### config.mk
export PLATFORM = sky130hd
export DESIGN_NAME = wbp_front
export DESIGN_NICKNAME = d
export VERILOG_FILES = /design/src/wbp_pkg.sv /design/src/wbp_front.sv
export SDC_FILE = /design/constraint.sdc
export NUM_CORES = 1
export LEC_CHECK = 0
export BUFFER_PORTS_ARGS = -buffer_cell sky130_fd_sc_hd__buf_2
export CAP_MARGIN = 25
export CORE_MARGIN = 3
export CORE_UTILIZATION = 59
export CTS_CLUSTER_SIZE = 28
export DETAILED_ROUTE_END_ITERATION = 8
export PLACE_DENSITY_LB_ADDON = 0.15
export SLEW_MARGIN = 25
export SYNTH_ARGS = -nofsm -noshare
export SYNTH_HDL_FRONTEND = slang
export SYNTH_SLANG_ARGS = --single-unit
### constraint.sdc
create_clock -name clk -period 26.5 [get_ports clk]
set_input_delay 7.95 -clock clk [delete_from_list [all_inputs] [get_ports clk]]
set_output_delay 7.95 -clock clk [all_outputs]
set_load 0.02 [all_outputs]
### src/wbp_pkg.sv
// ----------------------------------------------------------------------------
// wbp_pkg: shared types and constants for the wheel balance PID
// Field widths, fixed-point formats, register codes, queue entry and the
// request/response structs between the sequencer and the divider.
// ----------------------------------------------------------------------------
package wbp_pkg;

  // encoder count and integrator widths
  localparam int COUNT_WIDTH      = 32;
  localparam int INTEGRATOR_WIDTH = 40;

  // port field widths
  localparam int FIELD_W = 32;
  localparam int DT_W    = 20;
  localparam int ERR_W   = 16;
  localparam int DUTY_W  = 17;
  localparam int GAIN_W  = 16;
  localparam int SHIFT_W = 4;
  localparam int SCALE_W = 24;

  localparam int IN_W  = ((2 * FIELD_W + DT_W + 7) / 8) * 8;
  localparam int OUT_W = ((2 * DUTY_W + ERR_W + 7) / 8) * 8;

  localparam int CFG_IDX_W  = 3;
  localparam int CFG_DATA_W = 24;

  // fixed-point positions
  localparam int FRAC_W      = 8;
  localparam int SCALE_SHIFT = 24;

  localparam logic [DUTY_W-1:0] DUTY_MAX = DUTY_W'(65536);

  // register reset values
  localparam logic [GAIN_W-1:0]  KP_RST         = GAIN_W'(1536);
  localparam logic [GAIN_W-1:0]  KI_RST         = GAIN_W'(512);
  localparam logic [GAIN_W-1:0]  KD_RST         = GAIN_W'(5120);
  localparam logic [SHIFT_W-1:0] DECAY_RST      = SHIFT_W'(1);
  localparam logic [SCALE_W-1:0] SCALE_RST      = SCALE_W'(12945);
  localparam logic [DUTY_W-1:0]  LEFT_INIT_RST  = DUTY_W'(13107);
  localparam logic [DUTY_W-1:0]  RIGHT_INIT_RST = DUTY_W'(10486);

  // queue between front and back
  localparam int Q_DEPTH = 2;
  localparam int Q_AW    = (Q_DEPTH > 1) ? $clog2(Q_DEPTH) : 1;
  localparam int Q_CW    = $clog2(Q_DEPTH + 1);

  // shared multiplier and accumulator
  localparam int MA_W   = INTEGRATOR_WIDTH + 1;
  localparam int MB_W   = SCALE_W + 1;
  localparam int PROD_W = MA_W + MB_W;
  localparam int ACC_W  = INTEGRATOR_WIDTH + GAIN_W + 2;

  // derivative divider
  localparam int DMAG_W    = GAIN_W + ERR_W;
  localparam int DIV_N_W   = DMAG_W + FRAC_W;
  localparam int DIV_Q_W   = DIV_N_W + 1;
  localparam int DIV_CNT_W = $clog2(DIV_N_W + 1);

  // speed change limit and duty arithmetic
  localparam int DIFF_LOG = 20;
  localparam int DIFF_W   = DIFF_LOG + 2;
  localparam int SPD_W    = DIFF_W + 1;

  typedef enum logic [CFG_IDX_W-1:0] {
    REG_KP         = 3'd0,
    REG_KI         = 3'd1,
    REG_KD         = 3'd2,
    REG_DECAY      = 3'd3,
    REG_SCALE      = 3'd4,
    REG_LEFT_INIT  = 3'd5,
    REG_RIGHT_INIT = 3'd6
  } cfg_reg_e;

  typedef struct packed {
    logic [GAIN_W-1:0]  kp;
    logic [GAIN_W-1:0]  ki;
    logic [GAIN_W-1:0]  kd;
    logic [SHIFT_W-1:0] decay;
    logic [SCALE_W-1:0] scale;
    logic [DUTY_W-1:0]  left_init;
    logic [DUTY_W-1:0]  right_init;
  } cfg_t;

  typedef struct packed {
    logic              prime;
    logic [ERR_W-1:0]  err;
    logic [DT_W-1:0]   dt;
  } q_entry_t;

  typedef struct packed {
    logic               start;
    logic               neg;
    logic [DIV_N_W-1:0] num;
    logic [DT_W-1:0]    den;
  } div_req_t;

  typedef struct packed {
    logic               done;
    logic [DIV_Q_W-1:0] quo;
  } div_rsp_t;

  typedef enum logic [10:0] {
    S_IDLE = 11'b000_0000_0001,
    S_P    = 11'b000_0000_0010,
    S_I    = 11'b000_0000_0100,
    S_D    = 11'b000_0000_1000,
    S_DSET = 11'b000_0001_0000,
    S_DIV  = 11'b000_0010_0000,
    S_HI   = 11'b000_0100_0000,
    S_LO   = 11'b000_1000_0000,
    S_SUM  = 11'b001_0000_0000,
    S_DUTY = 11'b010_0000_0000,
    S_EMIT = 11'b100_0000_0000
  } back_state_e;

endpackage

### src/wbp_front.sv
// ----------------------------------------------------------------------------
// wbp_front: tick intake
// Accepts encoder ticks, forms wrapped per-wheel deltas and the saturated
// error, marks the priming tick and pushes one entry per tick to the queue.
// ----------------------------------------------------------------------------
module wbp_front (
  input  logic                      clk,
  input  logic                      rst,
  input  logic                      s_axis_tvalid,
  output logic                      s_axis_tready,
  input  logic [wbp_pkg::IN_W-1:0]  s_axis_tdata,
  input  logic                      q_full,
  output logic                      q_push,
  output wbp_pkg::q_entry_t         q_entry
);

  localparam int CW = wbp_pkg::COUNT_WIDTH;
  localparam int EW = wbp_pkg::ERR_W;
  localparam logic signed [CW:0] E_MAX = (CW + 1)'(2 ** (EW - 1) - 1);
  localparam logic signed [CW:0] E_MIN = -(CW + 1)'(2 ** (EW - 1));

  logic [CW-1:0] last_left;
  logic [CW-1:0] last_right;
  logic          primed;

  logic [CW-1:0]           cur_left;
  logic [CW-1:0]           cur_right;
  logic [CW-1:0]           dl;
  logic [CW-1:0]           dr;
  logic signed [CW:0]      e_full;
  logic [EW-1:0]           e_sat;
  logic [wbp_pkg::DT_W-1:0] elapsed;

  assign s_axis_tready = !q_full;
  assign q_push        = s_axis_tvalid && s_axis_tready;

  always_comb begin
    cur_left  = '0 - s_axis_tdata[CW-1:0];
    cur_right = s_axis_tdata[wbp_pkg::FIELD_W +: CW];
    elapsed   = s_axis_tdata[2 * wbp_pkg::FIELD_W +: wbp_pkg::DT_W];
    dl        = cur_left - last_left;
    dr        = cur_right - last_right;
    e_full    = $signed({dr[CW-1], dr}) - $signed({dl[CW-1], dl});
    if (e_full > E_MAX) begin
      e_sat = E_MAX[EW-1:0];
    end else if (e_full < E_MIN) begin
      e_sat = E_MIN[EW-1:0];
    end else begin
      e_sat = e_full[EW-1:0];
    end
    q_entry.prime = !primed;
    q_entry.err   = primed ? e_sat : '0;
    // zero elapsed time counts as one microsecond
    q_entry.dt    = (elapsed == '0) ? wbp_pkg::DT_W'(1) : elapsed;
  end

  always_ff @(posedge clk) begin
    if (rst) begin
      last_left  <= '0;
      last_right <= '0;
      primed     <= 1'b0;
    end else if (q_push) begin
      last_left  <= cur_left;
      last_right <= cur_right;
      primed     <= 1'b1;
    end
  end

endmodule

==> flow_summary.toml <==
[die]
die_y_um = 124
start_util_pct = 61.1
ioPinCount = 131
die_area_um2 = 15300
rows = 42
core_area_um2 = 13400
die_x_um = 124

[power]
clkPwrFrac_pct = 23.3
ir_drop_mv = 0.0392
swShare_pct = 43.3
power_frac_seq_pct = 17.5
power.density_nw_per_um2 = 65.2
combPwrFrac_pct = 59.2
power.switching_uw = 260
internal-power_uw = 340
p_leak_uw = 0.00383

[grt]
grt_overflow = 0
grt_usage_pct = 25.6
antenna_found_initial = 0
grt_max_degree = 67
grt_pass1_vias = 7095
grt_pass1_wl_um = 32100

[yosys]
synthFlopType = "dfxtp_1"
synth_cell_type_count = 81
synth_edf_count = 0
synthTopCellsByCount = "nand2_1, a21oi_1, ha_1, inv_1, dfxtp_1"
async_flop_share_pct = 0
ys_top_cells_by_area = "dfxtp_1, ha_1, nand2_1"
yosysSeqAreaShare_pct = 15.9
synth_cells = 1144
synthesis.nets = 1335
avgSynthCellArea_um2 = 7.16
yosys.area.top_type = "dfxtp_1"
yosysMostFrequentCell = "nand2_1"
netlist_area_um2 = 8190
yosysWarnings = 0
yosysTopAreaCellShare_pct = 15.9
ys_seq_elements = 65

[cts]
cts_max_level = 3
cts_made_buffers = 9
postCtsResizedCells = 0
clockBufferDepth = 2
cts_setup_buffers = 0
root_buffer = "clkbuf_16"
insertion_delay_ns = 0.35
clk_pin_slew_ns = 0.05
clock_sinks = 65
cts_tree = "built"
cts_hold_buf = 0

[final_layout]
drive_gt1_share_pct = 14.2
area_growth_pct = 12.2
n_antenna_cell = 0
final_util_pct = 68.6
nets = 1422

[placement]
io_buffer_count = 126
gp_congestion = 0.953
dp_hpwl_um = 15200

[sta]
skew_ns = 0
holdWs_ns = 0.451
slew_violations = 0
max_freq_mhz = 43.4
rsz0062_at_grt = "false"
worstMarginPinSlew_ns = 0.984
finalHoldViolations = 0
max_slew_margin_pct = 34.1
min_period_ns = 23.05
min_period_over_period_pct = 87.0
setup_viol = 0
setup_tns_ns = 0

[detailed_routing]
wl_um = 19600
antenna_left = 0
dr.first_iter.drc_count = 456
num_vias = 8183
drc_errors = 0
wl_per_cell_um = 13.9
vias_per_cell = 5.80
firstDrtPassIters = 5

[setup_path]
arrival_ns = 15.10
r2r-start = "primed"
startpoint_type = "input pin"
worstSetupStartpoint = "s_axis_tdata[6]"
end_kind = "output port"
required_ns = 18.55
critPathMaxFanout = 15
path_class = "input pin to output port"

[worst_hold_path]
hold_path_startpoint = "last_left[12]"
min_path_type = "flop to flop"

[run_status]
status = "completed"

[flow_run]
maxCapViolations = 0
layout by cell type, fill, tap and decap left out, drive strengths merged, types with 6 or more instances in the layout:
| cell type | instances |
|---|---|
| nand2 | 186 |
| a21oi | 134 |
| buf | 129 |
| ha | 96 |
| inv | 92 |
| dfxtp | 65 |
| xnor2 | 64 |
| nor2 | 63 |
| o21ai | 47 |
| xor2 | 38 |
| a21o | 38 |
| nor3 | 22 |
| nand3 | 22 |
| nand4 | 16 |
| o21a | 15 |
| nor4 | 14 |
| a31oi | 14 |
| nor2b | 12 |
| nand2b | 12 |
| o32ai | 12 |
| clkbuf | 11 |
| and2 | 8 |
| and3 | 7 |
| a211oi | 7 |
| or4 | 7 |
| nand3b | 6 |
| o2111ai | 6 |
| o311ai | 6 |
sequential cells by signal (all words and copies together), names as in the netlist:
name        flops
primed          1
last_left      32
last_right     32
path summary, 6_finish.rpt:
kind,slack [ns],to,cells past startpoint
max,3.45,q_entry[25],26
min,0.45,last_left[12],2
min reg2reg,0.45,last_left[12],2
max reg2reg,25.45,primed,2
area by class of cell:
type,instances,area (um^2)
clock inverters,5,103
multi-input cells,934,6330
fillers,1207,4210
clock buffers,11,243
flip-flops and latches,65,1300
repair buffers,129,653
well taps,176,220
inverters,92,345
cell families (layout without fill, tap and decap cells):
family	after synthesis	count (layout)	share of synthesized area, %
simple gates	397	397	23.3
compound gates	331	331	27.0
buf+inv	145	237	6.95
xor+xnor	102	102	10.9
fa+ha+maj	99	99	15.4
flops	65	65	15.9
mux	5	5	0.641
power by group through the flow:
stage	sequential (uW)	combinational, uW	clock, uW
after global placement	107	345	0
after floorplan	106	277	0
after detailed placement	107	347	0
after CTS	105	350	142
final	105	355	140
after global routing	105	392	147
routing by layer:
layer  vias to the layer above  track usage, %  share of wire, %
met3                        21            4.09               5.6
met4                         0            6.85               1.4
met2                       242            40.6                43
met1                      3677            36.2                50
li1                       4243               -                 -
met5                         -               0                 0
worst max-delay path: stages:
cell and delay, ns:
buf_2 0.11, or3_1 0.42, or4_4 0.47, nor3_1 0.38
nand2_1 0.12, xor2_1 0.19, ha_1 0.41, and4_1 0.26
nand3_1 0.08, o221a_2 0.24, o31a_1 0.16, nand2b_1 0.16
a21boi_0 0.30, nor3_1 0.07, or2_2 0.29, ha_1 0.37
nand4_1 0.17, inv_1 0.07, a221o_1 0.39, o21a_1 0.22
o21ai_1 0.29, mux2_2 0.39, nor4_1 0.27, nor4b_4 0.84
o32ai_1 0.24, buf_2 0.22
per-stage QoR:
stage                     cells  power (uW)  instance area, um^2  setup slack (ns)
final                      1412         600                 9190              3.45
after global routing       1412         644                 9190              3.08
after CTS                  1412         597                 9190              3.53
after detailed placement   1396         454                 8850              3.54
after global placement     1396         451                 8850              3.61
after floorplan            1144         384                 8190              4.69
(Power assumes the default switching activity.)
