--- src/wbp_pkg.sv ---
// ----------------------------------------------------------------------------
// wbp_pkg: shared types and constants for the wheel balance PID
// Field widths, fixed-point formats, register codes, queue entry and the
// request/response structs between the sequencer and the divider.
// ----------------------------------------------------------------------------
package wbp_pkg;

  // encoder count and integrator widths
  localparam int COUNT_WIDTH      = 32;
  localparam int INTEGRATOR_WIDTH = 40;

  // port field widths
  localparam int FIELD_W = 32;
  localparam int DT_W    = 20;
  localparam int ERR_W   = 16;
  localparam int DUTY_W  = 17;
  localparam int GAIN_W  = 16;
  localparam int SHIFT_W = 4;
  localparam int SCALE_W = 24;

  localparam int IN_W  = ((2 * FIELD_W + DT_W + 7) / 8) * 8;
  localparam int OUT_W = ((2 * DUTY_W + ERR_W + 7) / 8) * 8;

  localparam int CFG_IDX_W  = 3;
  localparam int CFG_DATA_W = 24;

  // fixed-point positions
  localparam int FRAC_W      = 8;
  localparam int SCALE_SHIFT = 24;

  localparam logic [DUTY_W-1:0] DUTY_MAX = DUTY_W'(65536);

  // register reset values
  localparam logic [GAIN_W-1:0]  KP_RST         = GAIN_W'(1536);
  localparam logic [GAIN_W-1:0]  KI_RST         = GAIN_W'(512);
  localparam logic [GAIN_W-1:0]  KD_RST         = GAIN_W'(5120);
  localparam logic [SHIFT_W-1:0] DECAY_RST      = SHIFT_W'(1);
  localparam logic [SCALE_W-1:0] SCALE_RST      = SCALE_W'(12945);
  localparam logic [DUTY_W-1:0]  LEFT_INIT_RST  = DUTY_W'(13107);
  localparam logic [DUTY_W-1:0]  RIGHT_INIT_RST = DUTY_W'(10486);

  // queue between front and back
  localparam int Q_DEPTH = 2;
  localparam int Q_AW    = (Q_DEPTH > 1) ? $clog2(Q_DEPTH) : 1;
  localparam int Q_CW    = $clog2(Q_DEPTH + 1);

  // shared multiplier and accumulator
  localparam int MA_W   = INTEGRATOR_WIDTH + 1;
  localparam int MB_W   = SCALE_W + 1;
  localparam int PROD_W = MA_W + MB_W;
  localparam int ACC_W  = INTEGRATOR_WIDTH + GAIN_W + 2;

  // derivative divider
  localparam int DMAG_W    = GAIN_W + ERR_W;
  localparam int DIV_N_W   = DMAG_W + FRAC_W;
  localparam int DIV_Q_W   = DIV_N_W + 1;
  localparam int DIV_CNT_W = $clog2(DIV_N_W + 1);

  // speed change limit and duty arithmetic
  localparam int DIFF_LOG = 20;
  localparam int DIFF_W   = DIFF_LOG + 2;
  localparam int SPD_W    = DIFF_W + 1;

  typedef enum logic [CFG_IDX_W-1:0] {
    REG_KP         = 3'd0,
    REG_KI         = 3'd1,
    REG_KD         = 3'd2,
    REG_DECAY      = 3'd3,
    REG_SCALE      = 3'd4,
    REG_LEFT_INIT  = 3'd5,
    REG_RIGHT_INIT = 3'd6
  } cfg_reg_e;

  typedef struct packed {
    logic [GAIN_W-1:0]  kp;
    logic [GAIN_W-1:0]  ki;
    logic [GAIN_W-1:0]  kd;
    logic [SHIFT_W-1:0] decay;
    logic [SCALE_W-1:0] scale;
    logic [DUTY_W-1:0]  left_init;
    logic [DUTY_W-1:0]  right_init;
  } cfg_t;

  typedef struct packed {
    logic              prime;
    logic [ERR_W-1:0]  err;
    logic [DT_W-1:0]   dt;
  } q_entry_t;

  typedef struct packed {
    logic               start;
    logic               neg;
    logic [DIV_N_W-1:0] num;
    logic [DT_W-1:0]    den;
  } div_req_t;

  typedef struct packed {
    logic               done;
    logic [DIV_Q_W-1:0] quo;
  } div_rsp_t;

  typedef enum logic [10:0] {
    S_IDLE = 11'b000_0000_0001,
    S_P    = 11'b000_0000_0010,
    S_I    = 11'b000_0000_0100,
    S_D    = 11'b000_0000_1000,
    S_DSET = 11'b000_0001_0000,
    S_DIV  = 11'b000_0010_0000,
    S_HI   = 11'b000_0100_0000,
    S_LO   = 11'b000_1000_0000,
    S_SUM  = 11'b001_0000_0000,
    S_DUTY = 11'b010_0000_0000,
    S_EMIT = 11'b100_0000_0000
  } back_state_e;

endpackage

--- src/wbp_fifo.sv ---
// ----------------------------------------------------------------------------
// wbp_fifo: tick queue
// Short first-in first-out queue that decouples intake from the sequencer.
// ----------------------------------------------------------------------------
module wbp_fifo (
  input  logic              clk,
  input  logic              rst,
  input  logic              push,
  input  wbp_pkg::q_entry_t wr_data,
  output logic              full,
  input  logic              pop,
  output wbp_pkg::q_entry_t rd_data,
  output logic              empty
);

  wbp_pkg::q_entry_t             mem [wbp_pkg::Q_DEPTH];
  logic [wbp_pkg::Q_AW-1:0]      wr_ptr;
  logic [wbp_pkg::Q_AW-1:0]      rd_ptr;
  logic [wbp_pkg::Q_CW-1:0]      count;

  localparam logic [wbp_pkg::Q_AW-1:0] LAST = wbp_pkg::Q_AW'(wbp_pkg::Q_DEPTH - 1);
  localparam logic [wbp_pkg::Q_CW-1:0] FULL_CNT = wbp_pkg::Q_CW'(wbp_pkg::Q_DEPTH);

  logic do_push;
  logic do_pop;

  assign full    = (count == FULL_CNT);
  assign empty   = (count == '0);
  assign rd_data = mem[rd_ptr];
  assign do_push = push && !full;
  assign do_pop  = pop && !empty;

  always_ff @(posedge clk) begin
    if (do_push) begin
      mem[wr_ptr] <= wr_data;
    end
  end

  always_ff @(posedge clk) begin
    if (rst) begin
      wr_ptr <= '0;
      rd_ptr <= '0;
      count  <= '0;
    end else begin
      if (do_push) begin
        wr_ptr <= (wr_ptr == LAST) ? '0 : wr_ptr + 1'b1;
      end
      if (do_pop) begin
        rd_ptr <= (rd_ptr == LAST) ? '0 : rd_ptr + 1'b1;
      end
      if (do_push && !do_pop) begin
        count <= count + 1'b1;
      end else if (do_pop && !do_push) begin
        count <= count - 1'b1;
      end
    end
  end

endmodule

--- config.mk ---
export PLATFORM = sky130hd
export DESIGN_NAME = wbp_fifo
export DESIGN_NICKNAME = d
export VERILOG_FILES = /design/src/wbp_pkg.sv /design/src/wbp_fifo.sv
export SDC_FILE = /design/constraint.sdc
export NUM_CORES = 1
export LEC_CHECK = 0
export BUFFER_PORTS_ARGS = -buffer_cell sky130_fd_sc_hd__buf_2
export CAP_MARGIN = 20
export CELL_PAD_IN_SITES_DETAIL_PLACEMENT = 1
export CELL_PAD_IN_SITES_GLOBAL_PLACEMENT = 2
export CORE_MARGIN = 2
export CORE_UTILIZATION = 40
export CTS_CLUSTER_SIZE = 12
export DETAILED_ROUTE_END_ITERATION = 7
export PLACE_DENSITY = 0.95
export SYNTH_ARGS = -nofsm -noshare
export SYNTH_HDL_FRONTEND = slang
export SYNTH_SLANG_ARGS = --single-unit
--- constraint.sdc ---
create_clock -name clk -period 4.29 [get_ports clk]
set_input_delay 0.6435 -clock clk [delete_from_list [all_inputs] [get_ports clk]]
set_output_delay 0.6435 -clock clk [all_outputs]
set_load 0.01 [all_outputs]
==> flow_summary_export.csv <==
group,metric,value,unit
clock_tree,clock_insertion_delay_worst_skew,0.34,ns
final_layout,synthToLayoutAreaGrowth,24.6,%
detailed_routing,mean_number_of_vias_per_cell,4.65,
worst_setup_path,cpPeakStageDelay,0.91,ns
sta,max_slew.worst_pin.slew,0.912,ns
detailed_routing,wire_per_inst,16.8,um
synth,sequential_to_total_area_share_from_yosys_stat,0.805,
worst_setup_path,critical_path_class,"reg2out",
global_route,use_met2,0.247,
power,post-layout-total-power,2.11,mW
sta,slew_violations,0,
clock_tree,buffer_type_at_the_clock_tree_root,"clkbuf_8",
final_layout,num-nets-final,269,
die,floorplan.rows,30,
worst_setup_path,worstPathCellList,"mux2_2, buf_2",
global_route,global_route.usage.met1,0.169,
place,detailed_place_hpwl,3700,um
global_route,gr-total-overflow,0,
detailed_routing,detail_route.iter0.violations,86,
synth,synth_area,2880,um2
detailed_routing,detail_route.drc_violations,0,
synth,syn_area_per_cell,20.6,um2
synth,synth-edff-count,74,
place,gpl.final_weighted_congestion,0.692,
sta,setup_repair_after_global_routing_missed_its_margin,"no",
global_route,largest_net_degree_at_the_start_of_global_routing,38,
clock_tree,cts_setup_buffers,0,
global_route,grt_first_pass_wirelength,8200,um
synth,cell_count_after_synthesis,140,
synth,netlist-cell-type-count,14,
sta,hold_violations,0,
global_route,busiest_layer,"met2",
die,die_h,88.9,um
synth,postSynthNetCount,182,
die,floorplan.initialDensity,0.420,
clock_tree,tritoncts,"built",
sta,post-route-min-period,2.48,ns
synth,synth_warnings,0,
worst_setup_path,critical_path_peak_fanout,37,
clock_tree,ctsHoldBuffers,0,
worst_setup_path,worstPathRequired,3.65,ns
clock_tree,cts_max_path_buffers,2,
final_layout,antenna_cells_inserted,0,
clock_tree,numCtsBuffers,9,
detailed_routing,num_vias,1525,
die,floorplan.die_area,7900,um2
flow_run,maximum_capacitance_violations,0,
detailed_routing,drt_pre_antenna_iters,4,
detailed_routing,wl,5500,um
power,p_per_area,588,nW/um2
synth,synth-main-ff-cell,"edfxtp_1",
final_layout,layout-drive-gt1-share,0.578,
worst_setup_path,worst_setup_path_end_kind,"primary output",
synth,postSynth.asyncResetShare,0,
worst_setup_path,rrSetupSlack,2.48,ns
sta,finalCritPeriodShare,0.578,
sta,max_slew_headroom_at_the_worst_pin,0.392,
synth,yosys_register_bits,79,
worst_setup_path,worst_setup_path_start_kind,"register",
global_route,gr-usage-all-layers,0.146,
sta,fmax,0.403,GHz
clock_tree,cts_htree_levels,3,
worst_setup_path,worstPathArrival,1.84,ns
power,power_leakage,1.35,nW
hold_path,hold_class,"in2reg",
clock_tree,path_clk_slew,0.08,ns
die,io-pin-count,80,
global_route,first_global_vias,1638,
sta,setup_tns,0,ns
clock_tree,clock-sinks,79,
place,port_buffers,79,
detailed_routing,ant_nets,0,
final_layout,fillerInstances,674,
sta,final-setup-viol-count,0,
sta,worst_clock_skew,0.00685,ns
status,status,"complete, no violations",
power,ir_worst_vdd,0.000336,V
die,die_w,88.9,um
clock_tree,cts.repair.resized,0,
global_route,groute.layer.met3.usage,0.0295,
global_route,grt_antenna_before_repair,0,
worst_setup_path,slowest_stage_cell_crit_path,"dfxtp_2",
die,core,6870,um2
-- cell families after synthesis --
logic type      count (synthesis)  share of synthesized area
flops                          79                      0.805
mux                            37                      0.144
simple gates                    9                     0.0161
buf+inv                         6                     0.0121
compound gates                  5                    0.00868
xor+xnor                        3                    0.00911
fa+ha+maj                       1                    0.00434
-- path summary, 6_finish.rpt --
kind	from	to	cells after the start
worst min-delay path	wr_data[24]	mem[1][24]	1
worst max register to register	count[0]	mem[1][7]	3
worst max-delay path	register	rd_data[21]	2
worst min register to register	rd_ptr	register	2
-- per-layer routing --
metal	routed length (um)	share of wire	vias to the layer above
li1	-	-	716
met1	2320	0.42	743
met2	2780	0.51	53
met3	215	0.039	13
met4	183	0.033	0
met5	0	0	-
-- per-stage QoR --
stage | std cells | area [um2] | setup slack [ns] | hold WS [ns] | utilization
6_report | 328 | 3590 | 1.81 | 0.490 | 0.523
5_1_grt | 328 | 3590 | 1.69 | 0.474 | 0.523
4_1_cts | 328 | 3590 | 1.74 | 0.473 | 0.523
3_5_place_dp | 312 | 3380 | 2.13 | 0.501 | 0.492
3_3_place_gp | 312 | 3380 | 2.15 | 0.471 | 0.492
2_1_floorplan | 140 | 2880 | 2.12 | 0.452 | -
-- cell usage after synthesis, types with 2 or more instances --
cell type | instances | area share
xor2_1 | 3 | 0.0091
inv_1 | 2 | 0.0026
a21oi_1 | 2 | 0.0035
buf_4 | 3 | 0.0078
o21ai_0 | 3 | 0.0052
mux2_2 | 37 | 0.14
nor2_1 | 5 | 0.0065
dfxtp_1 | 5 | 0.035
or3_1 | 2 | 0.0043
edfxtp_1 | 74 | 0.77
-- sequential cells by signal, indices dropped and copies added, names as in the netlist, named ones only --
name / cells
count: 2
wr_ptr: 1
rd_ptr: 1
mem: 74
-- cells in the final DEF (no fill, tap or decap) --
master	instances
a21oi_1	2
and2_2	1
buf_2	79
buf_4	1
bufinv_16	2
clkbuf_1	1
clkbuf_8	9
clkinv_1	1
clkinv_2	1
clkinv_4	1
clkinvlp_4	1
dfxtp_1	4
dfxtp_2	1
edfxtp_1	74
ha_1	1
inv_1	2
mux2_2	37
nor2_1	5
nor2b_2	1
o21ai_0	3
or3_1	2
xor2_1	3
-- worst max-delay path, delay by kind of cell, from the launching register on --
kind	cells	cell delay [ns]
buf+inv	1	0.14
flops	1	0.91
mux	1	0.43
-- power by group --
part           leakage, nW  switching (mW)  total [mW]  internal (mW)
Sequential           0.733          0.0813        1.05          0.971
Combinational        0.511           0.237       0.479          0.242
Clock                0.104           0.256       0.582          0.326
Total                 1.35           0.575        2.11           1.54
-- cell type report --
| cell class | instances | area (um2) | share of cell area |
|---|---|---|---|
| well taps | 96 | 120 | 0.0334 |
| flip-flops and latches | 79 | 2320 | 0.646 |
| clock buffers | 10 | 128 | 0.0355 |
| inverters | 2 | 7.51 | 0.00209 |
| clock inverters | 6 | 85.1 | 0.0237 |
| multi-input cells | 55 | 528 | 0.147 |
| repair buffers | 80 | 403 | 0.112 |
No activity file was read; power rests on OpenSTA's default activity.
