## src/wbp_pkg.sv

```systemverilog
// ----------------------------------------------------------------------------
// wbp_pkg: shared types and constants for the wheel balance PID
// Field widths, fixed-point formats, register codes, queue entry and the
// request/response structs between the sequencer and the divider.
// ----------------------------------------------------------------------------
package wbp_pkg;

  // encoder count and integrator widths
  localparam int COUNT_WIDTH      = 32;
  localparam int INTEGRATOR_WIDTH = 40;

  // port field widths
  localparam int FIELD_W = 32;
  localparam int DT_W    = 20;
  localparam int ERR_W   = 16;
  localparam int DUTY_W  = 17;
  localparam int GAIN_W  = 16;
  localparam int SHIFT_W = 4;
  localparam int SCALE_W = 24;

  localparam int IN_W  = ((2 * FIELD_W + DT_W + 7) / 8) * 8;
  localparam int OUT_W = ((2 * DUTY_W + ERR_W + 7) / 8) * 8;

  localparam int CFG_IDX_W  = 3;
  localparam int CFG_DATA_W = 24;

  // fixed-point positions
  localparam int FRAC_W      = 8;
  localparam int SCALE_SHIFT = 24;

  localparam logic [DUTY_W-1:0] DUTY_MAX = DUTY_W'(65536);

  // register reset values
  localparam logic [GAIN_W-1:0]  KP_RST         = GAIN_W'(1536);
  localparam logic [GAIN_W-1:0]  KI_RST         = GAIN_W'(512);
  localparam logic [GAIN_W-1:0]  KD_RST         = GAIN_W'(5120);
  localparam logic [SHIFT_W-1:0] DECAY_RST      = SHIFT_W'(1);
  localparam logic [SCALE_W-1:0] SCALE_RST      = SCALE_W'(12945);
  localparam logic [DUTY_W-1:0]  LEFT_INIT_RST  = DUTY_W'(13107);
  localparam logic [DUTY_W-1:0]  RIGHT_INIT_RST = DUTY_W'(10486);

  // queue between front and back
  localparam int Q_DEPTH = 2;
  localparam int Q_AW    = (Q_DEPTH > 1) ? $clog2(Q_DEPTH) : 1;
  localparam int Q_CW    = $clog2(Q_DEPTH + 1);

  // shared multiplier and accumulator
  localparam int MA_W   = INTEGRATOR_WIDTH + 1;
  localparam int MB_W   = SCALE_W + 1;
  localparam int PROD_W = MA_W + MB_W;
  localparam int ACC_W  = INTEGRATOR_WIDTH + GAIN_W + 2;

  // derivative divider
  localparam int DMAG_W    = GAIN_W + ERR_W;
  localparam int DIV_N_W   = DMAG_W + FRAC_W;
  localparam int DIV_Q_W   = DIV_N_W + 1;
  localparam int DIV_CNT_W = $clog2(DIV_N_W + 1);

  // speed change limit and duty arithmetic
  localparam int DIFF_LOG = 20;
  localparam int DIFF_W   = DIFF_LOG + 2;
  localparam int SPD_W    = DIFF_W + 1;

  typedef enum logic [CFG_IDX_W-1:0] {
    REG_KP         = 3'd0,
    REG_KI         = 3'd1,
    REG_KD         = 3'd2,
    REG_DECAY      = 3'd3,
    REG_SCALE      = 3'd4,
    REG_LEFT_INIT  = 3'd5,
    REG_RIGHT_INIT = 3'd6
  } cfg_reg_e;

  typedef struct packed {
    logic [GAIN_W-1:0]  kp;
    logic [GAIN_W-1:0]  ki;
    logic [GAIN_W-1:0]  kd;
    logic [SHIFT_W-1:0] decay;
    logic [SCALE_W-1:0] scale;
    logic [DUTY_W-1:0]  left_init;
    logic [DUTY_W-1:0]  right_init;
  } cfg_t;

  typedef struct packed {
    logic              prime;
    logic [ERR_W-1:0]  err;
    logic [DT_W-1:0]   dt;
  } q_entry_t;

  typedef struct packed {
    logic               start;
    logic               neg;
    logic [DIV_N_W-1:0] num;
    logic [DT_W-1:0]    den;
  } div_req_t;

  typedef struct packed {
    logic               done;
    logic [DIV_Q_W-1:0] quo;
  } div_rsp_t;

  typedef enum logic [10:0] {
    S_IDLE = 11'b000_0000_0001,
    S_P    = 11'b000_0000_0010,
    S_I    = 11'b000_0000_0100,
    S_D    = 11'b000_0000_1000,
    S_DSET = 11'b000_0001_0000,
    S_DIV  = 11'b000_0010_0000,
    S_HI   = 11'b000_0100_0000,
    S_LO   = 11'b000_1000_0000,
    S_SUM  = 11'b001_0000_0000,
    S_DUTY = 11'b010_0000_0000,
    S_EMIT = 11'b100_0000_0000
  } back_state_e;

endpackage

```

## src/wbp_div.sv

```systemverilog
// ----------------------------------------------------------------------------
// wbp_div: derivative divider
// Restoring divider, one quotient bit per cycle, on the magnitude of the
// derivative numerator; the sign is put back on the quotient (toward zero).
// ----------------------------------------------------------------------------
module wbp_div (
  input  logic              clk,
  input  logic              rst,
  input  wbp_pkg::div_req_t req,
  output wbp_pkg::div_rsp_t rsp
);

  localparam int NW = wbp_pkg::DIV_N_W;
  localparam int DW = wbp_pkg::DT_W;

  logic                          busy;
  logic                          done;
  logic [wbp_pkg::DIV_CNT_W-1:0] cnt;
  logic [NW-1:0]                 quo;
  logic [DW-1:0]                 rem;
  logic [DW-1:0]                 den;
  logic                          neg;

  logic [DW:0] rem_sh;
  logic        take;
  logic [DW:0] rem_sub;

  always_comb begin
    rem_sh  = {rem, quo[NW-1]};
    take    = (rem_sh >= {1'b0, den});
    rem_sub = rem_sh - {1'b0, den};
  end

  always_ff @(posedge clk) begin
    if (rst) begin
      busy <= 1'b0;
      done <= 1'b0;
      cnt  <= '0;
    end else begin
      done <= 1'b0;
      if (req.start) begin
        busy <= 1'b1;
        cnt  <= wbp_pkg::DIV_CNT_W'(NW);
      end else if (busy) begin
        cnt <= cnt - 1'b1;
        if (cnt == wbp_pkg::DIV_CNT_W'(1)) begin
          busy <= 1'b0;
          done <= 1'b1;
        end
      end
    end
  end

  always_ff @(posedge clk) begin
    if (req.start) begin
      quo <= req.num;
      rem <= '0;
      den <= req.den;
      neg <= req.neg;
    end else if (busy) begin
      quo <= {quo[NW-2:0], take};
      rem <= take ? rem_sub[DW-1:0] : rem_sh[DW-1:0];
    end
  end

  assign rsp.done = done;
  assign rsp.quo  = neg ? ('0 - {1'b0, quo}) : {1'b0, quo};

endmodule

```

## config.mk

```make
export PLATFORM = sky130hd
export DESIGN_NAME = wbp_div
export DESIGN_NICKNAME = d
export VERILOG_FILES = /design/src/wbp_pkg.sv /design/src/wbp_div.sv
export SDC_FILE = /design/constraint.sdc
export NUM_CORES = 1
export LEC_CHECK = 0
export ABC_AREA = 1
export BUFFER_PORTS_ARGS = -buffer_cell sky130_fd_sc_hd__buf_2
export CAP_MARGIN = 15
export CORE_MARGIN = 2
export CORE_UTILIZATION = 50
export DETAILED_ROUTE_END_ITERATION = 16
export GPL_ROUTABILITY_DRIVEN = 0
export PLACE_DENSITY = 0.81
export SYNTH_ARGS = -nofsm -noshare
export SYNTH_HDL_FRONTEND = slang
export SYNTH_SLANG_ARGS = --single-unit
```

## constraint.sdc

```tcl
create_clock -name clk -period 5.7 [get_ports clk]
set_input_delay 0.855 -clock clk [delete_from_list [all_inputs] [get_ports clk]]
set_output_delay 0.855 -clock clk [all_outputs]
set_load 0.02 [all_outputs]
```

==> metrics.md, run 1 <==
| Metric | Value |
|---|---|
| # placed instances | `1128` |
| Die Y | `~120 um` |
| CTS sink count | `89` |
| Total track usage | `23.5%` |
| CP endpoint kind | `output port` |
| Number of synthesized flops with an enable pin | `between 60 and 70` |
| Least-Margin Pin Slew | `between 0.8 and 0.9 ns` |
| Nets | `1059` |
| Synth Area in Simple Gates | `between 30% and 40%` |
| DR vias/cell | `between 5 and 6` |
| Share of post-route cells with drive strength above 1 | `~15%` |
| Main combinational cell family by area after synthesis | `simple AND/OR/NAND/NOR gates` |
| Most common cell after layout, fill and taps aside | `nand2_1` |
| Most frequent cells in the layout | `nand2_1, inv_1, buf_2, nor2_1, nand3_1` |
| Pwr Density | `251 nW/um^2` |
| CP Class | `flop to output port` |
| Clock Latency Late Sink | `0.35 ns` |
| Switch share | `30.2%` |
| Pint | `approximately 1300 uW` |
| Post-Syn Nets | `just under 1000` |
| Site row count | `40` |
| Pins over their slew limit | `0` |
| Avg Cell Area, Syn | `around 7 sq um` |
| Post-Syn Instances | `between 800 and 900` |
| Largest area contributor in the netlist | `edfxtp_1` |
| Most frequent CP cell | `nand2_1` |
| CTS tree | `done` |
| Yosys top cell area share | `about 29%` |
| Die width | `~120 um` |
| Die area | `around 13000 sq um` |
| Psw | `between 500 and 600 uW` |
| Leak Pwr | `0.00358 uW` |
| Inserted Clock Buffers | `9` |
| Post-route ant nets | `0` |
| Xor/xnor cell area share of the yosys netlist | `under 10%` |
| Hold Buf Count CTS | `0` |
| Routed WL | `roughly 15 mm` |
| Post-synthesis instance area | `6220 sq um` |
| CP max-delay cell | `edfxtp_1` |
| Vias post-DR | `between 5000 and 6000` |
| IO Count | `approximately 110` |
| First drt pass iteration count | `6` |
| F_max | `roughly 0.31 GHz` |
| Final hold violation count | `0` |
| Overall power | `between 1500 and 2000 uW` |
| Sequential-to-total area share from yosys stat | `slightly below 40%` |
| Antenna fix cells | `0` |
| Hold Crit Class | `flop to flop` |
| WL per Instance | `~13 um` |
| Fill cell count | `1149` |
| Maximum VDD drop | `around 0.00016 V` |
| WP buf/inv | `2` |
| Core Area | `between 10000 and 15000 sq um` |
| # DRC | `0` |
| Starting density of the core | `about half` |
| Worst-path maximum fanout | `4` |
| Largest cells by area after synthesis | `edfxtp_1, nand2_1, dfxtp_1` |
| Startpoint Class | `flop` |
| Clock power share | `between 30% and 40%` |
| Minimum clock period | `3.20 ns` |
| Post-DP HPWL | `~11 mm` |
| RSZ-0062 raised after global routing | `no` |
| Distinct cells, synth | `39` |
| Post-CTS Resized | `0` |
| Reg area | `between 2000 and 2500 sq um` |
| Synthesized flop and latch total | `89` |
| DR iter-0 viols | `approximately 450` |
| Adder-cell area share of the yosys netlist | `approximately 4.9%` |
| Postcts setup bufs | `0` |
| Cell Area, Placed | `approximately 7000 sq um` |
| # Max-Cap Violations | `0` |
| CTS Buffer Depth | `2` |
| Max_slew headroom | `45.0%` |
| Multiplexer share of the synthesized area | `0%` |
| Worst Path Arrival | `~2.3 ns` |
| Synth Area in Compound Gates | `approximately 7.3%` |
| Initial antenna violation count | `0` |
| Async S/R FF share, synth | `0%` |
| Fin cells | `about 1100` |
| Setup TNS | `0 ns` |
| Htree depth | `3` |
| Vias in the first global route | `approximately 5300` |
| Area Overhead vs Synth | `15.0%` |
| Synth Flop Type | `edfxtp_1` |
| Buffers on Ports | `approximately 110` |
| CP Cell Sequence | `inv_1 -> ha_1 -> nand3_1 -> nor2_1 -> nand2_1 -> nor2_1 -> nand2_1 -> o21ai_2 -> nand2_1 -> or2_1 -> buf_2` |
| Final setup violating endpoints | `0` |
| Multi-input gate area | `around 3200 sq um` |
| CTS root buffer | `clkbuf_16` |
| Skew final | `~0.0043 ns` |
| Hold Crit Start | `rem[12]` |
| Gate power share | `22.0%` |
| Required time worst endpoint | `roughly 4.9 ns` |
| Clock-pin slew on the worst setup and hold paths | `approximately 0.060 ns` |
| First-pass GRT wire length | `~25 mm` |
| Grt ovf | `0` |
| Largest net degree at the start of global routing | `60` |
| Sequential Power Share | `43.3%` |
| Synth warn | `0` |
| Final Instance Area | `about 7200 sq um` |
| Tcrit/Tclk final | `between 50 and 60%` |
| RR Startpoint | `busy` |
| CP Launch Point | `quo[0]` |
| Max stage delay on crit path | `0.37 ns` |
| Kind of cell adding the most delay to the critical path | `simple AND/OR/NAND/NOR gates` |
| Status | `completed` |
## cell usage after synthesis, types with 3 or more instances
master,n
edfxtp_1,61
clkbuf_1,12
inv_1,135
dfxtp_1,28
o21ai_0,50
nand3_1,74
clkinv_1,4
nand4_1,5
ha_1,23
nand3_2,3
nand3b_1,12
nor2_1,84
nand2_1,256
nand2_2,7
xor2_1,38
a21oi_1,18
o21ai_1,10
buf_6,6
xnor2_1,7
nor3_1,11
a31oi_1,4
buf_1,3
## power groups by stage
stage	Combinational, uW	Sequential [uW]	Clock [uW]
4_1_cts	395	778	633
6_report	396	779	623
3_5_place_dp	392	792	0
3_3_place_gp	388	790	0
5_1_grt	439	785	660
2_1_floorplan	269	783	0
## through the flow
stage / hold WS (ns) / util [%] / setup WS [ns]
6_report: 0.472 / 59.4 / 2.50
4_1_cts: 0.475 / 59.4 / 2.52
3_5_place_dp: 0.465 / 56.8 / 2.29
2_1_floorplan: 0.443 / - / 3.09
3_3_place_gp: 0.457 / 56.8 / 2.37
5_1_grt: 0.498 / 59.4 / 2.19
## kinds of logic (layout without fill, tap and decap cells)
group                    Yosys count  after routing
AO/OA/AOI/OAI                     87             87
XOR/XNOR                          45             45
adder cells (fa/ha/maj)           24             24
buffers and inverters            165            266
flip-flops                        89             89
AND/OR/NAND/NOR                  465            465
## flip-flops by register name (all words and copies together), names as in the netlist
signal and flops:
busy 1, cnt 6, den 20, done 1, neg 1, quo 40
rem 20
## per-layer routing
metal | part of all wire (%) | GRT usage, % | up-vias
li1 | - | - | 2973
met3 | 7.1 | 4.92 | 23
met2 | 45 | 35.9 | 218
met1 | 46 | 32.5 | 2580
met4 | 2.3 | 9.72 | 0
met5 | 0 | 0 | -
## area by class of cell
type | count | share of cell area [%]
well taps | 168 | 2.94
clock inverters | 2 | 0.489
clock buffers | 14 | 3.84
flip-flops and latches | 89 | 33.4
multi-input cells | 621 | 44.1
inverters | 141 | 7.39
repair buffers | 109 | 7.79
## final timing paths
path / cells after the start / slack, ns / to
max: 11 / 2.50 / rsp[40]
max reg2reg: 3 / 3.11 / quo[16]
min reg2reg: 2 / 0.47 / rem[12]
min: 2 / 0.47 / rem[12]
## worst reg2reg max path, stage by stage (launching register included)
cell      delay (ns)
dfxtp_1         0.38
nor2_1          0.67
clkinv_1        0.74
buf_4           0.49
Note: power is estimated with default switching activity, not from simulation.
==> inputs of run 2 (changes only) <==
Settings changed: ABC_AREA 1 to 0, PLACE_DENSITY 0.81 to 0.85.
Clock period 5.7 ns to 2.9 ns, I/O delays scaled along.
==> run 2 against run 1 <==
Effect of this change:
- the run now ends with setup timing left
- wire length fell by 10%
- combinational power rose to 2.7 times the previous value
- die area shrank 11%
- design area decreased by 1.0%
- critical path type unchanged
- critical endpoint is now rsp[30]
- largest cell class unchanged
- largest power group unchanged
==> metrics.md, run 2 <==
| Metric | Value |
|---|---|
| First drt pass iteration count | `4 (was 6)` |
| Total track usage | `21.9% (was 23.5%)` |
| Status | `complete, but fails checks (was completed)` |
| Reg area | `2390 sq um (unchanged)` |
| Cell Area, Placed | `6580 sq um (was 6850 sq um)` |
| Post-Syn Instances | `536 (was 875)` |
| Clock-pin slew on the worst setup and hold paths | `0.09 ns (was 0.06 ns)` |
| Die width | `109 um (was 116 um)` |
| Tcrit/Tclk final | `126%` |
| Pwr Density | `486 nW/um^2 (was 251 nW/um^2)` |
| Setup TNS | `-15.38 ns (was 0 ns)` |
| Least-Margin Pin Slew | `0.558 ns (was 0.821 ns)` |
| Failing checks | `setup timing` |
| Worst-path maximum fanout | `7 (was 4)` |
| Htree depth | `3 (unchanged)` |
| Most frequent cells in the layout | `buf_2, buf_4, edfxtp_1, xnor2_1, mux2_2 (was nand2_1, inv_1, buf_2, nor2_1, nand3_1)` |
| WL per Instance | `16.4 um (was 13.2 um)` |
| Top reg by flops | `quo (unchanged)` |
| Die Y | `109 um (was 116 um)` |
| # Max-Cap Violations | `0 (unchanged)` |
| Async S/R FF share, synth | `0% (unchanged)` |
| Skew final | `0.0109 ns (was 0.00435 ns)` |
| Inserted Clock Buffers | `9 (unchanged)` |
| Startpoint Class | `flop (unchanged)` |
| Nets | `773 (was 1059)` |
| Yosys top cell area share | `33.1% (was 29.4%)` |
| Area Overhead vs Synth | `28.1% (was 15.0%)` |
| Final setup violating endpoints | `30 (was 0)` |
| Largest registers | `quo x40, den x20, rem x20 (unchanged)` |
| Pins over their slew limit | `0 (unchanged)` |
| Multi-input gate area | `3140 sq um (was 3160 sq um)` |
| Routed WL | `13.6 mm (was 15.1 mm)` |
| CTS tree | `done (unchanged)` |
| Final Instance Area | `7090 sq um (was 7160 sq um)` |
| Core Area | `10800 sq um (was 12100 sq um)` |
| Post-Syn Nets | `624 (was 963)` |
| Share of post-route cells with drive strength above 1 | `37.5% (was 14.8%)` |
| Minimum clock period | `3.65 ns` |
| DR iter-0 viols | `308 (was 452)` |
| Post-synthesis instance area | `5530 sq um (was 6220 sq um)` |
| Post-synth top cells | `edfxtp_1, xnor2_1, mux2_2 (was nand2_1, inv_1, nor2_1)` |
| Starting density of the core | `51.1% (was 51.6%)` |
| Required time worst endpoint | `2.47 ns (was 4.85 ns)` |
| Hold Crit Class | `input pin to flop (was flop to flop)` |
| Avg Cell Area, Syn | `10.3 sq um (was 7.11 sq um)` |
| Largest net degree at the start of global routing | `42 (was 60)` |
| Max_slew headroom | `62.8% (was 45.0%)` |
| Clock Latency Late Sink | `0.36 ns (was 0.35 ns)` |
| Die area | `11900 sq um (was 13400 sq um)` |
| Maximum VDD drop | `0.000241 V (was 0.000155 V)` |
| Vias post-DR | `4649 (was 5794)` |
| Initial antenna violation count | `0 (unchanged)` |
| Worst Path Arrival | `3.22 ns (was 2.34 ns)` |
| Antenna fix cells | `0 (unchanged)` |
| Count leader, synth | `edfxtp_1 (was nand2_1)` |
| CTS Buffer Depth | `2 (unchanged)` |
| Largest cells by area after synthesis | `edfxtp_1, dfxtp_1, xnor2_1 (was edfxtp_1, nand2_1, dfxtp_1)` |
| Number of synthesized flops with an enable pin | `61 (unchanged)` |
| CP endpoint kind | `output port (unchanged)` |
| Distinct cells, synth | `57 (was 39)` |
| Post-DP HPWL | `9.65 mm (was 11.2 mm)` |
| DR vias/cell | `5.60 (was 5.06)` |
| Max reg flops | `40 (unchanged)` |
| Sequential-to-total area share from yosys stat | `43.2% (was 38.4%)` |
| Site row count | `38 (was 40)` |
| CTS sink count | `89 (unchanged)` |
| Final hold violation count | `0 (unchanged)` |
| Synthesized flop and latch total | `89 (unchanged)` |
| Vias in the first global route | `4495 (was 5329)` |
| Final Util | `65.4% (was 59.4%)` |
| Grt ovf | `0 (unchanged)` |
| First-pass GRT wire length | `20.6 mm (was 24.6 mm)` |
| Synth Flop Type | `edfxtp_1 (unchanged)` |
| Fill cell count | `820 (was 1149)` |
| IO Count | `106 (unchanged)` |
| RSZ-0062 raised after global routing | `yes (was no)` |
| CP Class | `flop to output port (unchanged)` |
| Largest area contributor in the netlist | `edfxtp_1 (unchanged)` |
| Buffers on Ports | `105 (unchanged)` |
| Post-route ant nets | `0 (unchanged)` |
| CTS root buffer | `clkbuf_8 (was clkbuf_16)` |
| # DRC | `0 (unchanged)` |
| Final setup margin | `-0.751 ns (was 2.50 ns)` |
| Synth warn | `0 (unchanged)` |
| Most common cell after layout, fill and taps aside | `buf_2 (was nand2_1)` |
| F_max | `~0.27 GHz` |
| Leak Pwr | `0.00294 uW (was 0.00358 uW)` |
-- run 2: cell count changes after synthesis, moves of 38 or more --
| cell | before | now |
|---|---|---|
| nand3_1 | 74 | 6 |
| inv_1 | 135 | 29 |
| mux2_2 | 0 | 38 |
| nor2_1 | 84 | 35 |
| xnor2_1 | 7 | 50 |
| nand2_1 | 256 | 33 |
-- run 2: worst paths after layout --
check             slack (ns)  endpoint  depth (start not counted)    start
setup / recovery       -0.75   rsp[30]                          7   quo[3]
hold / removal          0.24   den[17]                          1  req[17]
setup reg to reg        0.15    rem[1]                         10   den[9]
hold reg to reg         0.51   rem[19]                          1  rem[19]
-- run 2: cells by family after synthesis --
| kind of cell | share of synthesized area (%) |
|---|---|
| xor gates and xnor gates | 8.86 |
| adders and majority gates | 5.56 |
| AOI/OAI and AO/OA | 15.5 |
| and+or+nand+nor | 13.0 |
| muxes | 9.72 |
| DFF | 43.2 |
| buffers and inverters | 4.16 |
-- run 2: worst max-delay path, cell delays in order, from the launching register on --
cell	delay, ns
edfxtp_1	0.40
or3_4	0.41
or4_4	0.49
or4_4	0.53
or3_4	0.43
o41ai_4	0.29
xnor2_2	0.15
buf_4	0.15
-- run 2: metrics by stage --
stage | std cells | setup slack (ns) | hold slack, ns | power [uW]
finish | 830 | -0.751 | 0.242 | 3440
global route | 830 | -0.846 | 0.222 | 3610
CTS | 820 | -0.828 | 0.226 | 3400
detailed placement | 802 | -0.545 | 0.486 | 2560
global placement | 802 | -0.487 | 0.475 | 2520
floorplan | 536 | -0.392 | 0.457 | 2220
-- run 2: routing by layer --
metal / vias up / GRT usage (%) / wire (um)
li1: 2268 / - / -
met1: 2188 / 26.0 / 5380
met2: 167 / 40.1 / 7060
met3: 26 / 3.53 / 891
met4: 0 / 7.14 / 243
met5: - / 0 / 0
-- run 2: layout make-up --
class                   count  share of cell area, %
multi-input cells         390                   44.4
flip-flops and latches     89                   33.8
repair buffers            166                   15.2
well taps                 140                   2.47
clock buffers              10                   1.80
inverters                  29                   1.54
clock inverters             6                  0.830
-- run 2: repair_timing --
action,4_1_cts,5_1_grt
buffers inserted,2,10
hold buffers,0,0
pin swaps,5,14
setup endpoints to repair,31,46
gates resized for setup,16,52
-- run 2: report_power, final --
part | leakage (uW) | total [uW] | switching, uW | internal [uW]
clock | 0.0000930 | 831 | 437 | 393
combinational | 0.00201 | 1060 | 581 | 483
sequential | 0.000838 | 1550 | 69.3 | 1480
total | 0.00294 | 3440 | 1090 | 2360
